[config.mk]
export PLATFORM = sky130hd
export DESIGN_NAME = fsbc_plane_mem
export DESIGN_NICKNAME = d
export VERILOG_FILES = /design/src/hdl/fsbc_pkg.sv /design/src/hdl/fsbc_plane_mem.sv
export SDC_FILE = /design/constraint.sdc
export NUM_CORES = 1
export LEC_CHECK = 0
export BUFFER_PORTS_ARGS = -buffer_cell sky130_fd_sc_hd__buf_2
export CAP_MARGIN = 20
export CORE_ASPECT_RATIO = 2
export CORE_MARGIN = 3
export CORE_UTILIZATION = 60
export DETAILED_ROUTE_END_ITERATION = 7
export PLACE_DENSITY = 0.84
export SYNTH_ARGS = -nofsm -noshare
export SYNTH_HDL_FRONTEND = slang
export SYNTH_SLANG_ARGS = --single-unit
[constraint.sdc]
create_clock -name clk_i -period 1 [get_ports clk_i]
set_input_delay 0.15 -clock clk_i [delete_from_list [all_inputs] [get_ports clk_i]]
set_output_delay 0.15 -clock clk_i [all_outputs]
set_load 0.1 [all_outputs]
[src/hdl/fsbc_pkg.sv]
// ----------------------------------------------------------------------------
// fsbc_pkg
// Shared types and constants of the frustum sphere/box cull block.
// ----------------------------------------------------------------------------
package fsbc_pkg;

  // item kinds carried in the input tuser
  localparam logic [1:0] OP_LOAD   = 2'd0;
  localparam logic [1:0] OP_SPHERE = 2'd1;
  localparam logic [1:0] OP_BOX    = 2'd2;

  // result kinds carried in the output tuser
  localparam logic KIND_SPHERE = 1'b0;
  localparam logic KIND_BOX    = 1'b1;

  localparam int IN_TDATA_W  = 216;
  localparam int IN_TUSER_W  = 2;
  localparam int OUT_TDATA_W = 8;

  localparam int COEF_W = 16;
  localparam int POS_W  = 32;
  localparam int RAD_W  = 31;
  localparam int PROD_W = COEF_W + POS_W;   // 48
  localparam int FRAC_SHIFT = 14;           // Q16.16 -> Q*.30 alignment
  localparam int DIST_W = 52;               // |distance| < 2^49, with headroom

  typedef struct packed {
    logic signed [COEF_W-1:0] a;
    logic signed [COEF_W-1:0] b;
    logic signed [COEF_W-1:0] c;
    logic signed [POS_W-1:0]  d;
  } plane_t;

  // per-plane verdict returned by the distance pipe
  typedef struct packed {
    logic vld;
    logic sph_cull;   // distance < -radius
    logic box_in;     // distance >= 0
  } dist_res_t;

endpackage

[src/hdl/fsbc_plane_mem.sv]
// ----------------------------------------------------------------------------
// fsbc_plane_mem
// Plane storage: one write port, one registered read port, per-entry valid.
// ----------------------------------------------------------------------------
module fsbc_plane_mem #(
  parameter int Depth = 6,
  parameter int AddrW = 3
) (
  input  logic                 clk_i,
  input  logic                 rst_ni,
  input  logic                 we_i,
  input  logic [AddrW-1:0]     waddr_i,
  input  fsbc_pkg::plane_t     wdata_i,
  input  logic [AddrW-1:0]     raddr_i,
  output fsbc_pkg::plane_t     rdata_o
);

  fsbc_pkg::plane_t mem [Depth];
  logic [Depth-1:0] vld_q;
  fsbc_pkg::plane_t rd_q;
  logic             rd_vld_q;

  always_ff @(posedge clk_i) begin
    if (we_i) begin
      mem[waddr_i] <= wdata_i;
    end
    rd_q <= mem[raddr_i];
  end

  // unwritten entries read as the zero plane
  always_ff @(posedge clk_i or negedge rst_ni) begin
    if (!rst_ni) begin
      vld_q    <= '0;
      rd_vld_q <= 1'b0;
    end else begin
      if (we_i) vld_q[waddr_i] <= 1'b1;
      rd_vld_q <= vld_q[raddr_i];
    end
  end

  assign rdata_o = rd_vld_q ? rd_q : '0;

endmodule

# == Word-level counts from Yosys, hierarchy flattened ==
# Memories as Yosys holds them, arrays and structs flattened. A register that Yosys moved wholly into a read port is not among the register bits.
# Cells that the tools add are included.
# classes
n_addsub,0
multipliers,0
n_div,0
magnitude_cmp,3
eq_ne,0
shift,0
n_mux,7
bitwise_logic,1
reduce_logical,1
# op_table
operator,count
2-to-1 mux 80 bit,1
< comparator 3 x 4 -> 1 bit (second input constant),2
bitwise OR 6 bit,1
2-to-1 mux 1 bit,4
binary-select mux 1 bit (select 3 bit),1
demux 1 bit (select 3 bit),1
>= comparator 3 x 1 -> 1 bit (second input constant),1
logical AND 1 bit,1
# word_totals
ff_bits,7
latchBits,0
mem_bits_rw,480
mem_bits_ro,0
inputBits,89
output_inout_bits,80
wordCells,15
memories,1
# memory_table
name,words,width,rd,rd_ports_with_merged_regs,wr,line,source
mem,6,80,1,1,1,fsbc_plane_mem.sv:18,fsbc_pkg::plane_t mem [Depth];

# == Logic depth before layout (Yosys ltp) ==
# depth
depth_word,5
ltp_mapped,6
ltp_nobuf,3

# == Worst setup path before layout ==
# Ideal clock, no wire load.
# synth_path
kind,input-to-reg
from,input port waddr_i[0]
to,register vld_q[0]
setup_ns,0.099
t_arrival_ns,6.350
required_time_ns,0.901
slack_ns,-5.449
path_stages,3
path_buffers,0
cell_sequence,nand2b_1 -> nor3_1 -> or2_2
# synth_via
elab_chain_len,5
word_cells_on_any_way,6
classes_between,order compare (2); mux (2); bitwise (1); reduce/logical (1)
# synth_lines
element,line,source
start: declaration,fsbc_plane_mem.sv:12,"input logic [AddrW-1:0] waddr_i,"
< comparator 3 x 4 -> 1 bit (not written as such) or >= comparator 3 x 1 -> 1 bit (tied branches),fsbc_plane_mem.sv:36,if (we_i) vld_q[waddr_i] <= 1'b1;
logical AND 1 bit (not written as such),fsbc_plane_mem.sv:36,
2-to-1 mux 1 bit (not written as such),fsbc_plane_mem.sv:36,
demux 1 bit (select 3 bit) (*),fsbc_plane_mem.sv:36,
bitwise OR 6 bit (no line) (*),-,
end signal: assignment,fsbc_plane_mem.sv:33,vld_q <= '0;
end signal: indexed assignment,fsbc_plane_mem.sv:36,
end: declaration,fsbc_plane_mem.sv:19,logic [Depth-1:0] vld_q;
# Mark *: on every way between the ends. The rest lies on a longest branch, timed or not.
# A chain may end at the register's enable or synchronous reset.

==> impl_metrics.csv <==
group,metric,value,unit
grt,grt_pass1_wl,80520,um
yosys,netlist_instances,1133,
critical_path,r2r.worst_path.cells,3,
placed_design,placed_cell_area,0.02543,mm^2
clock_network,clkLatencyLatePin,0.57,ns
critical_path,cp_top_family,"flip-flops",
sta,skew,0.02166,ns
sta,rsz0062_at_grt,"true",
die,io_pins,169,
layout,nets,1562,
critical_path,path_cells,"buf_12 -> and2_4 -> buf_12",
critical_path,crit_cells,3,
drt,drc,0,
min_path,min_path_cells,4,
sta,slew_violations,0,
sta,min_period_over_period,1.861,
placed_design,dp_cells,1788,
yosys,synth_area_per_cell,19.15,um^2
clock_network,tritoncts.num_buffers,44,
critical_path,cpMaxStageDelayCell,"dfrtp_4",
min_path,min_path_type,"input pin to flip-flop",
yosys,yosys-top-cells-area,"edfxtp_1, dfxtp_1, mux2_4",
placed_design,dpl.hpwl,28900,um
critical_path,cp.arrival,1.71,ns
drt,firstDrtPassIters,5,
placed_design,gp_congestion,0.7668,
yosys,syn_nets,1222,
yosys,ys_seq_area_frac,0.7463,
die,core-area,0.03532,mm^2
critical_path,r2r_slack,-0.11,ns
critical_path,r2r-start,"mem[2][26]",
sta,worst_pin_slew,0.3406,ns
critical_path,worstPathMaxFanout,34,
clock_network,root_buffer,"clkbuf_16",
drt,drtIter0Drc,1187,
sta,fin_hold_ws,0.07761,ns
clock_network,cts_tree,"done",
yosys,synthDistinctLibCells,23,
layout,drive_gt1_frac,0.4748,
run_status,violations,"negative setup slack",
sta,fin_crit,1.861,ns
die,die_y,274.9,um
critical_path,criticalPathCategory,"flip-flop to primary output",
run_status,status,"finished, violations left",
clock_network,htree_num_levels,2,
drt,ant_nets,0,
layout,final_common_cell,"edfxtp_1",
clock_network,clk_pin_slew,0.07,ns
flow_run,max_cap_viol_count,0,
clock_network,cts_buffer_depth,3,
drt,routedWlPerCell,29.26,um
power,p_leak,10.38,nW
power,p_per_area,1927,mW/mm^2
yosys,ys_ff_latch,567,
critical_path,critPathRequiredTime,0.85,ns
drt,finalWirelength,57200,um
sta,fin_ws,-0.8609,ns
die,rows,97,
critical_path,cp_num_buf_inv,2,
power,ir_drop,2.064,mV
min_path,worstHoldEndpoint,"rd_vld_q",
drt,viasPerCell,6.218,
layout,mostFrequentLayoutCells,"edfxtp_1, mux2_4, buf_12",
yosys,netlist_area,0.02169,mm^2
yosys,yosysTopAreaCell,"edfxtp_1",
die,die_w,140.5,um
yosys,synth_warnings,0,
critical_path,crit_path_end_kind,"primary output",
drt,vias,12160,
min_path,min_from,"raddr_i[1]",
critical_path,max_stage_delay,0.49,ns
die,start_util,0.6142,
grt,grt_max_degree,52,
sta,report.final.setup_viol,125,
clock_network,clkSinkCount,567,
grt,first_global_vias,12670,
critical_path,critPathMostFrequentCell,"buf_12",
grt,grt-ovfl-total,0,
yosys,netlist.area_leader.share,0.6644,
sta,maxClockFrequency,537.4,MHz
sta,slew_headroom,0.7664,
placed_design,io_buffers,168,
grt,grt.total_usage,0.2784,
die,die_area,0.03861,mm^2
layout,fin_cells,1955,
grt,antenna_found_initial,1,
sta,hold_viol,0,
critical_path,start_kind,"flip-flop",
critical_path,r2r-end,"rd_q[26]",
layout,design_area,0.02821,mm^2
layout,syn2layout_area_growth,30.03,%
synthesized netlist by cell type:
master / number
o22ai_1: 2
a21oi_1: 80
mux2i_1: 83
buf_6: 1
buf_2: 24
buf_12: 18
or2_1: 1
clkbuf_1: 17
dfrtp_1: 7
or2_2: 6
nor3_1: 2
clkbuf_2: 2
nand2_1: 1
mux2_2: 81
mux2_4: 79
dfxtp_1: 80
o32a_1: 1
nand2b_1: 5
edfxtp_1: 480
and2_1: 80
o21ai_1: 1
o22ai_2: 78
nor2_1: 4
where the power goes:
group          internal, W  switching [W]
sequential          0.0266       0.000412
combinational      0.00398        0.00587
clock              0.00909        0.00841
cell type report:
type / instances / area [um^2]
Tap cell: 445 / 556.8
Sequential cell: 567 / 16190
Clock inverter: 18 / 127.6
Multi-Input combinational cell: 504 / 5769
Clock buffer: 63 / 1255
Timing Repair Buffer: 356 / 4299
Fill cell: 1561 / 7111
Antenna cell: 2 / 5.005
worst min-delay path, delay by kind of cell:
| kind | cells | cell delay, ns |
|---|---|---|
| simple gates | 1 | 0.11 |
| buf+inv | 2 | 0.27 |
| compound gates | 1 | 0.07 |
cell families (layout without fill, tap and decap cells):
logic type / count (synthesis) / in the layout / synth area share
simple gates: 99 / 99 / 0.02786
mux: 243 / 243 / 0.1350
flops: 567 / 567 / 0.7463
other cells: 0 / 2 / 0
compound gates: 162 / 162 / 0.06471
buf+inv: 62 / 437 / 0.02607
how the worst max path moves through the flow:
stage | from | endpoint | slack (ns)
global placement | waddr_i[0] | mem[0][38] | -0.35
finish | rd_vld_q | rdata_o[62] | -0.86
detailed placement | waddr_i[0] | mem[0][47] | -0.37
floorplan | waddr_i[0] | mem[0][0] | -1.70
global route | rd_vld_q | rdata_o[62] | -0.89
CTS | rd_vld_q | rdata_o[62] | -0.87
registers in the layout (all words and copies together) (netlist names):
signal and cells:
mem 480, rd_q 80, vld_q 6, rd_vld_q 1
per-stage QoR:
step	worst slack, ns	total power, W	utilization	setup TNS, ns
floorplan	-1.704	0.03282	-	-576.44
global route	-0.8904	0.05544	0.7986	-70.23
detailed placement	-0.3743	0.03645	0.7199	-174.89
global placement	-0.3520	0.03625	0.7199	-160.78
CTS	-0.8744	0.05354	0.7883	-65.58
finish	-0.8609	0.05436	0.7987	-66.29
timing repair:
item | 4_1_cts | 5_1_grt
cloned | 0 | 1
hold buffers | 83 | 0
setup endpoints to repair | 110 | 151
endpoints found under the hold margin | 488 | 0
setup buffers | 0 | 0
pin swaps | 5 | 9
gates resized for setup | 44 | 71
metal layers:
metal / up-vias / track usage / share of wire
li1: 5073 / - / -
met3: 160 / 0.03583 / 0.070
met5: - / 0 / 0
met2: 751 / 0.5013 / 0.54
met4: 0 / 0.1246 / 0.051
met1: 6172 / 0.3337 / 0.34
No activity file was read; power rests on OpenSTA's default activity.
