**src/hdl/fsbc_pkg.sv**
```systemverilog
// ----------------------------------------------------------------------------
// fsbc_pkg
// Shared types and constants of the frustum sphere/box cull block.
// ----------------------------------------------------------------------------
package fsbc_pkg;

  // item kinds carried in the input tuser
  localparam logic [1:0] OP_LOAD   = 2'd0;
  localparam logic [1:0] OP_SPHERE = 2'd1;
  localparam logic [1:0] OP_BOX    = 2'd2;

  // result kinds carried in the output tuser
  localparam logic KIND_SPHERE = 1'b0;
  localparam logic KIND_BOX    = 1'b1;

  localparam int IN_TDATA_W  = 216;
  localparam int IN_TUSER_W  = 2;
  localparam int OUT_TDATA_W = 8;

  localparam int COEF_W = 16;
  localparam int POS_W  = 32;
  localparam int RAD_W  = 31;
  localparam int PROD_W = COEF_W + POS_W;   // 48
  localparam int FRAC_SHIFT = 14;           // Q16.16 -> Q*.30 alignment
  localparam int DIST_W = 52;               // |distance| < 2^49, with headroom

  typedef struct packed {
    logic signed [COEF_W-1:0] a;
    logic signed [COEF_W-1:0] b;
    logic signed [COEF_W-1:0] c;
    logic signed [POS_W-1:0]  d;
  } plane_t;

  // per-plane verdict returned by the distance pipe
  typedef struct packed {
    logic vld;
    logic sph_cull;   // distance < -radius
    logic box_in;     // distance >= 0
  } dist_res_t;

endpackage

```
**src/hdl/fsbc_dist.sv**
```systemverilog
// ----------------------------------------------------------------------------
// fsbc_dist
// Three-stage plane distance pipe: products, partial sums, sign tests.
// ----------------------------------------------------------------------------
module fsbc_dist (
  input  logic                                  clk_i,
  input  logic                                  rst_ni,
  input  logic                                  vld_i,
  input  fsbc_pkg::plane_t                      plane_i,
  input  logic signed [fsbc_pkg::POS_W-1:0]     pos_x_i,
  input  logic signed [fsbc_pkg::POS_W-1:0]     pos_y_i,
  input  logic signed [fsbc_pkg::POS_W-1:0]     pos_z_i,
  input  logic [fsbc_pkg::RAD_W-1:0]            radius_i,
  output fsbc_pkg::dist_res_t                   res_o
);

  localparam int DW = fsbc_pkg::DIST_W;
  localparam int PadW = DW - fsbc_pkg::RAD_W - fsbc_pkg::FRAC_SHIFT;

  logic signed [fsbc_pkg::PROD_W-1:0] pa_q, pb_q, pc_q;
  logic signed [DW-1:0] pd_q;
  logic signed [DW-1:0] s1_q, s2_q, s2r_q;
  logic signed [DW-1:0] rad_s;
  logic signed [DW-1:0] dist_sum, dist_r;
  logic v1_q, v2_q, v3_q, cull_q, in_q;

  assign rad_s = $signed({{PadW{1'b0}}, radius_i, {fsbc_pkg::FRAC_SHIFT{1'b0}}});

  always_ff @(posedge clk_i) begin
    pa_q  <= plane_i.a * pos_x_i;
    pb_q  <= plane_i.b * pos_y_i;
    pc_q  <= plane_i.c * pos_z_i;
    pd_q  <= DW'(plane_i.d) <<< fsbc_pkg::FRAC_SHIFT;
    s1_q  <= DW'(pa_q) + DW'(pb_q);
    s2_q  <= DW'(pc_q) + pd_q;
    s2r_q <= DW'(pc_q) + pd_q + rad_s;
    in_q   <= ~dist_sum[DW-1];
    cull_q <= dist_r[DW-1];
  end

  assign dist_sum = s1_q + s2_q;
  assign dist_r   = s1_q + s2r_q;   // distance + radius < 0 means culled

  always_ff @(posedge clk_i or negedge rst_ni) begin
    if (!rst_ni) begin
      v1_q <= 1'b0;
      v2_q <= 1'b0;
      v3_q <= 1'b0;
    end else begin
      v1_q <= vld_i;
      v2_q <= v1_q;
      v3_q <= v2_q;
    end
  end

  assign res_o.vld      = v3_q;
  assign res_o.sph_cull = cull_q;
  assign res_o.box_in   = in_q;

endmodule

```
**config.mk**
```make
export PLATFORM = sky130hd
export DESIGN_NAME = fsbc_dist
export DESIGN_NICKNAME = d
export VERILOG_FILES = /design/src/hdl/fsbc_pkg.sv /design/src/hdl/fsbc_dist.sv
export SDC_FILE = /design/constraint.sdc
export NUM_CORES = 2
export LEC_CHECK = 0
export ABC_AREA = 1
export BUFFER_PORTS_ARGS = -buffer_cell sky130_fd_sc_hd__buf_2
export CAP_MARGIN = 10
export CORE_UTILIZATION = 40
export CTS_BUF_LIST = sky130_fd_sc_hd__clkbuf_4 sky130_fd_sc_hd__clkbuf_8 sky130_fd_sc_hd__clkbuf_16
export DETAILED_ROUTE_END_ITERATION = 7
export PLACE_DENSITY = 0.62
export SLEW_MARGIN = 10
export SYNTH_ARGS = -nofsm -noshare
export SYNTH_HDL_FRONTEND = slang
export SYNTH_SLANG_ARGS = --single-unit
```
**constraint.sdc**
```tcl
create_clock -name clk_i -period 5.11 [get_ports clk_i]
set_input_delay 1.022 -clock clk_i [delete_from_list [all_inputs] [get_ports clk_i]]
set_output_delay 1.022 -clock clk_i [all_outputs]
set_load 0.03 [all_outputs]
```
Yosys cells after proc, flatten, opt, wreduce, memory -nomap -nowiden
Index checks and enable logic that the tools add are counted. Widths: inputs -> output; s select.

Add/subtract/negate cells: 5. Multipliers: 3. Bitwise logic cells: 1.

Operators with widths (number): $mul 16x32->48 (3); $add 49x50->51 (1); $add 49x46->50 (1); $add 49x49->50 (1); $add 48x46->49 (1); $add 48x48->49 (1); $not 1->1 (1).

Bits in registers: 329. Bits of input ports: 210. Output and inout bits: 3. Word-level logic and storage cells: 21.

Longest topological paths before layout
Word-level depth: 2. Depth in mapped cells: 29. Mapped depth without buffers: 27.

Least setup slack after synthesis
Ideal clock, no wire load.

Kind: input to register. Start: input port pos_x_i[7] (netlist name). End: register pa_q[43] (netlist name). Library setup time: 0.072 ns. Data arrival time: 6.107 ns. Required time: 5.038 ns. Slack: -1.070 ns. Stages on the path: 24. Path buffers: 2. Path through: clkbuf_1 > clkbuf_1 > nand2_1 > fa_1 > inv_1 > fa_1 > inv_1 > fa_1 > inv_1 > fa_1 > fa_1 > inv_1 > fa_1 > inv_1 > ha_1 > a21oi_1 > a21boi_0 > nand2_1 > nand2_1 > nand2_1 > nand2_1 > nand3_1 > a21oi_1 > xnor2_1.

Longest elaborated chain between the ends: 1.

RTL lines: start: declaration (RTL line fsbc_dist.sv:10) `input logic signed [fsbc_pkg::POS_W-1:0] pos_x_i,`; $mul 16x32->48 (RTL line fsbc_dist.sv:30) `pa_q <= plane_i.a * pos_x_i;`; end signal: assignment (RTL line fsbc_dist.sv:30); end: declaration (RTL line fsbc_dist.sv:20) `logic signed [fsbc_pkg::PROD_W-1:0] pa_q, pb_q, pc_q;`.

Every way passes these cells.

Worst setup path after layout
Start: input port plane_i[44] (netlist name). End: register pc_q[41] (netlist name).

Longest elaborated chain between the ends: 1.

RTL lines: start: declaration (RTL line fsbc_dist.sv:9) `input fsbc_pkg::plane_t plane_i,`; $mul 16x32->48 (RTL line fsbc_dist.sv:32) `pc_q <= plane_i.c * pos_z_i;`; end signal: assignment (RTL line fsbc_dist.sv:32); end: declaration (RTL line fsbc_dist.sv:20).

Every way passes these cells.

==> summary.md <==
| Metric | Value |
|---|---|
| TritonCTS buffer count | 38 |
| Layout cells sized above 1 | 27.6% |
| Ratio of final minimum period to clock period | 113% |
| DRC Markers | 0 |
| GP Congestion | 0.952 |
| RR Endpoint | s2r_q[39] |
| Clk_skew | 0.0465 ns |
| Drt total wl | 229 mm |
| Period minus WS final | 5.75 ns |
| Core ar. | 179000 µm² |
| Min Hold Slack | 0.235 ns |
| I/O pin count | 213 |
| Clock sinks | 315 |
| Slowest-stage cell, CP | fa_1 |
| DRT antenna net count | 0 |
| Fmax | 0.174 GHz |
| Total GRT Usage | 24.5% |
| Critical path's largest stage delay | 0.57 ns |
| Synth warnings | 0 |
| Sequential-to-total area share from yosys stat | 8.74% |
| CTS tree | yes |
| FILL cells | 16100 |
| Post-synth net total | 11500 |
| Outcome | finished with violations |
| Worst setup path class | primary input to flop |
| Initial DRC count | 3655 |
| Failing checks | setup timing |
| Area grow syn2layout | 32.3% |
| R2R setup slack | 0.87 ns |
| RSZ-0062 raised after global routing | true |
| Syn Inst Count | 9313 |
| Worst R2R Path Depth | 19 |
| DR pass1 iterations | 5 |
| WP data arrival | 6.26 ns |
| Slew Viols, Final | 0 |
| Area of the multi-input gates | 61800 µm² |
| Critical path data required time | 5.62 ns |
| Max cap viols | 0 |
| Synth cell types | 59 |
| Register bit count reported by yosys | 315 |
| Register area | 6320 µm² |
| Async S/R FF share, synth | 0.952% |
| Root Driver | clkbuf_16 |
| DR vias | 62100 |
| Die area | 183000 µm² |
| Drt wl/cell | 17.9 µm |
| Setup slack after layout | -0.644 ns |
| Final hold vios | 0 |
| CP most frequent cell | fa_1 |
| Worst-path cell chain | buf_6 > buf_12 > buf_12 > buf_8 > nand2_4 > fa_1 > inv_1 > fa_1 > fa_1 > fa_1 > fa_1 > inv_2 > fa_1 > inv_2 > ha_4 > a21oi_4 > buf_6 > o21ai_4 > nand2_1 > nand2_1 > a21oi_2 > nand2_4 > a21oi_2 > xor2_1 |
| Relative slew slack | 62.4% |
| Die Wd | 427 µm |
| Nature of the critical path endpoint | flop |
| Synthesized area per cell | 7.77 µm² |
| Via density | 4.86 |
| Nets | 12600 |
| Synthesized area | 72300 µm² |
| Cell row count | 155 |
| Initial Utilization | 40.4% |
| Post-synth EDFFs | 0 |
| H-tree depth | 2 |
| Vias in the first global route | 66200 |
| Clk slew on worst S/H paths | 0.07 ns |
| PortBufs | 212 |
| GRT overflow | 0 |
| Final setup fails | 110 |
| Initial antenna violation count | 5 |
| Startpoint of the worst-slack reg-to-reg timing path | pd_q[14] |
| Maximum number of pins on one net before global-route repair | 25 |
| Hold Crit Class | primary input to asynchronous set/reset pin |
| Worst setup SP type | primary input |
| Worst Path Max Fanout | 7 |
| CTS max path bufs | 3 |
| Clk_lat worst skew | 0.59 ns |
| Die Y | 427 µm |
| Ys flop type | dfxtp_1 |
| Detailed placement HPWL | 187 mm |
| First-pass GRT wire length | 353 mm |
| Slew @ Worst Pin | 0.560 ns |
layout make-up:
type	count	share of cell area (%)
Clock buffer	46	1.09
Clock inverter	24	0.348
Tap cell	2355	3.08
Inverter	2644	10.4
Timing Repair inverter	1	0.0170
Timing Repair Buffer	1348	13.9
Sequential cell	315	6.61
Antenna cell	1	0.00262
Multi-Input combinational cell	6032	64.6
state kept, by name (all words and copies together), names as in the netlist:
register / cells
v2_q: 1
pd_q: 32
pa_q: 48
in_q: 1
s2_q: 35
pb_q: 48
v1_q: 1
s1_q: 49
pc_q: 48
cull_q: 1
s2r_q: 50
v3_q: 1
cell usage in the layout (no fill, tap or decap), drive strengths merged, types with 2 or more instances in the layout:
master and n:
a31oi 53, nor2 473, fa 1461, buf 1309, nand3b 4, xor2 158
dfxtp 312, nand2 2254, o31ai 2, a21boi 18, nand3 171, o21bai 45
nor3 64, or2 18, a21o 44, a211oi 2, o211ai 8, a21oi 331
a221oi 4, o21ai 185, inv 2650, dfrtp 3, clkinvlp 4, o21a 22
bufinv 5, nand4 45, xnor2 86, and3 11, clkinv 10, ha 539
bufbuf 3, o2111ai 2, nor4 18, o221ai 7, a31o 3, clkbuf 82
kinds of logic after synthesis:
group / Yosys count / synth area share (%)
xor+xnor: 244 / 2.95
compound gates: 728 / 5.99
buf+inv: 2966 / 15.4
flops: 315 / 8.74
fa+ha+maj: 2000 / 49.8
simple gates: 3060 / 17.2
through the flow:
stage                     instances  utilization [%]  worst slack [ns]  TNS, ns  cell area [µm²]
after floorplan                9313                -            -0.653   -50.96            76400
after global routing          12800             53.5            -0.772   -61.36            95700
after global placement        12400             47.4             -1.43  -140.42            84800
after CTS                     12600             49.9            -0.595   -45.37            89400
after detailed placement      12400             47.4             -1.48  -142.83            84800
final                         12800             53.5            -0.644   -46.43            95700
critical path: cells and delay by family:
family	cells	cell delay, ns
AOI/OAI and AO/OA	4	0.64
xor gates and xnor gates	1	0.21
adders and majority gates	7	3.40
buffers and inverters	8	0.71
and+or+nand+nor	4	0.27
synth_stat cells (all sizes together) (7+ instances only):
master     n  share of area [%]
a21boi    18               0.24
a21o      44               0.46
a21oi    331                2.4
a31oi     53               0.46
and3      11              0.095
clkbuf   319                1.7
dfxtp    312                8.6
fa      1461                 40
ha       539                9.3
inv     2643                 14
nand2   2254                 12
nand3    171                1.3
nand4     45               0.40
nor2     473                2.6
nor3      64               0.49
nor4      18               0.21
o211ai     8              0.083
o21a      22               0.23
o21ai    185                1.4
o21bai    45               0.48
o221ai     7              0.085
or2       18               0.16
xnor2     86                1.0
xor2     158                1.9
timing repair:
action                     4_1_cts  5_1_grt
setup endpoints to repair      116      116
hold buffers                     0        0
cloned                          19       22
pin swaps                      241      617
setup buffers                   82      178
resized for setup              586     1229
layer usage:
layer / up-vias / GRT usage [%] / wire length (µm)
li1: 29100 / - / -
met1: 31100 / 31.7 / 96000
met2: 1529 / 43.6 / 114000
met3: 399 / 2.21 / 10800
met4: 4 / 6.33 / 7620
met5: - / 0 / 27
worst max-delay path by stage:
stage | depth (start not counted) | startpoint | endpoint | slack [ns]
5_1_grt | 23 | plane_i[44] | pc_q[35] | -0.77
3_3_place_gp | 23 | plane_i[42] | pc_q[35] | -1.43
2_1_floorplan | 21 | plane_i[63] | pb_q[47] | -0.65
3_5_place_dp | 23 | plane_i[42] | pc_q[35] | -1.48
6_report | 24 | plane_i[44] | pc_q[41] | -0.64
4_1_cts | 28 | plane_i[36] | pc_q[46] | -0.59
Power is left out: the tool's default activity adds up to more than one toggle a clock period on the data nets, which glitch-free logic cannot reach.
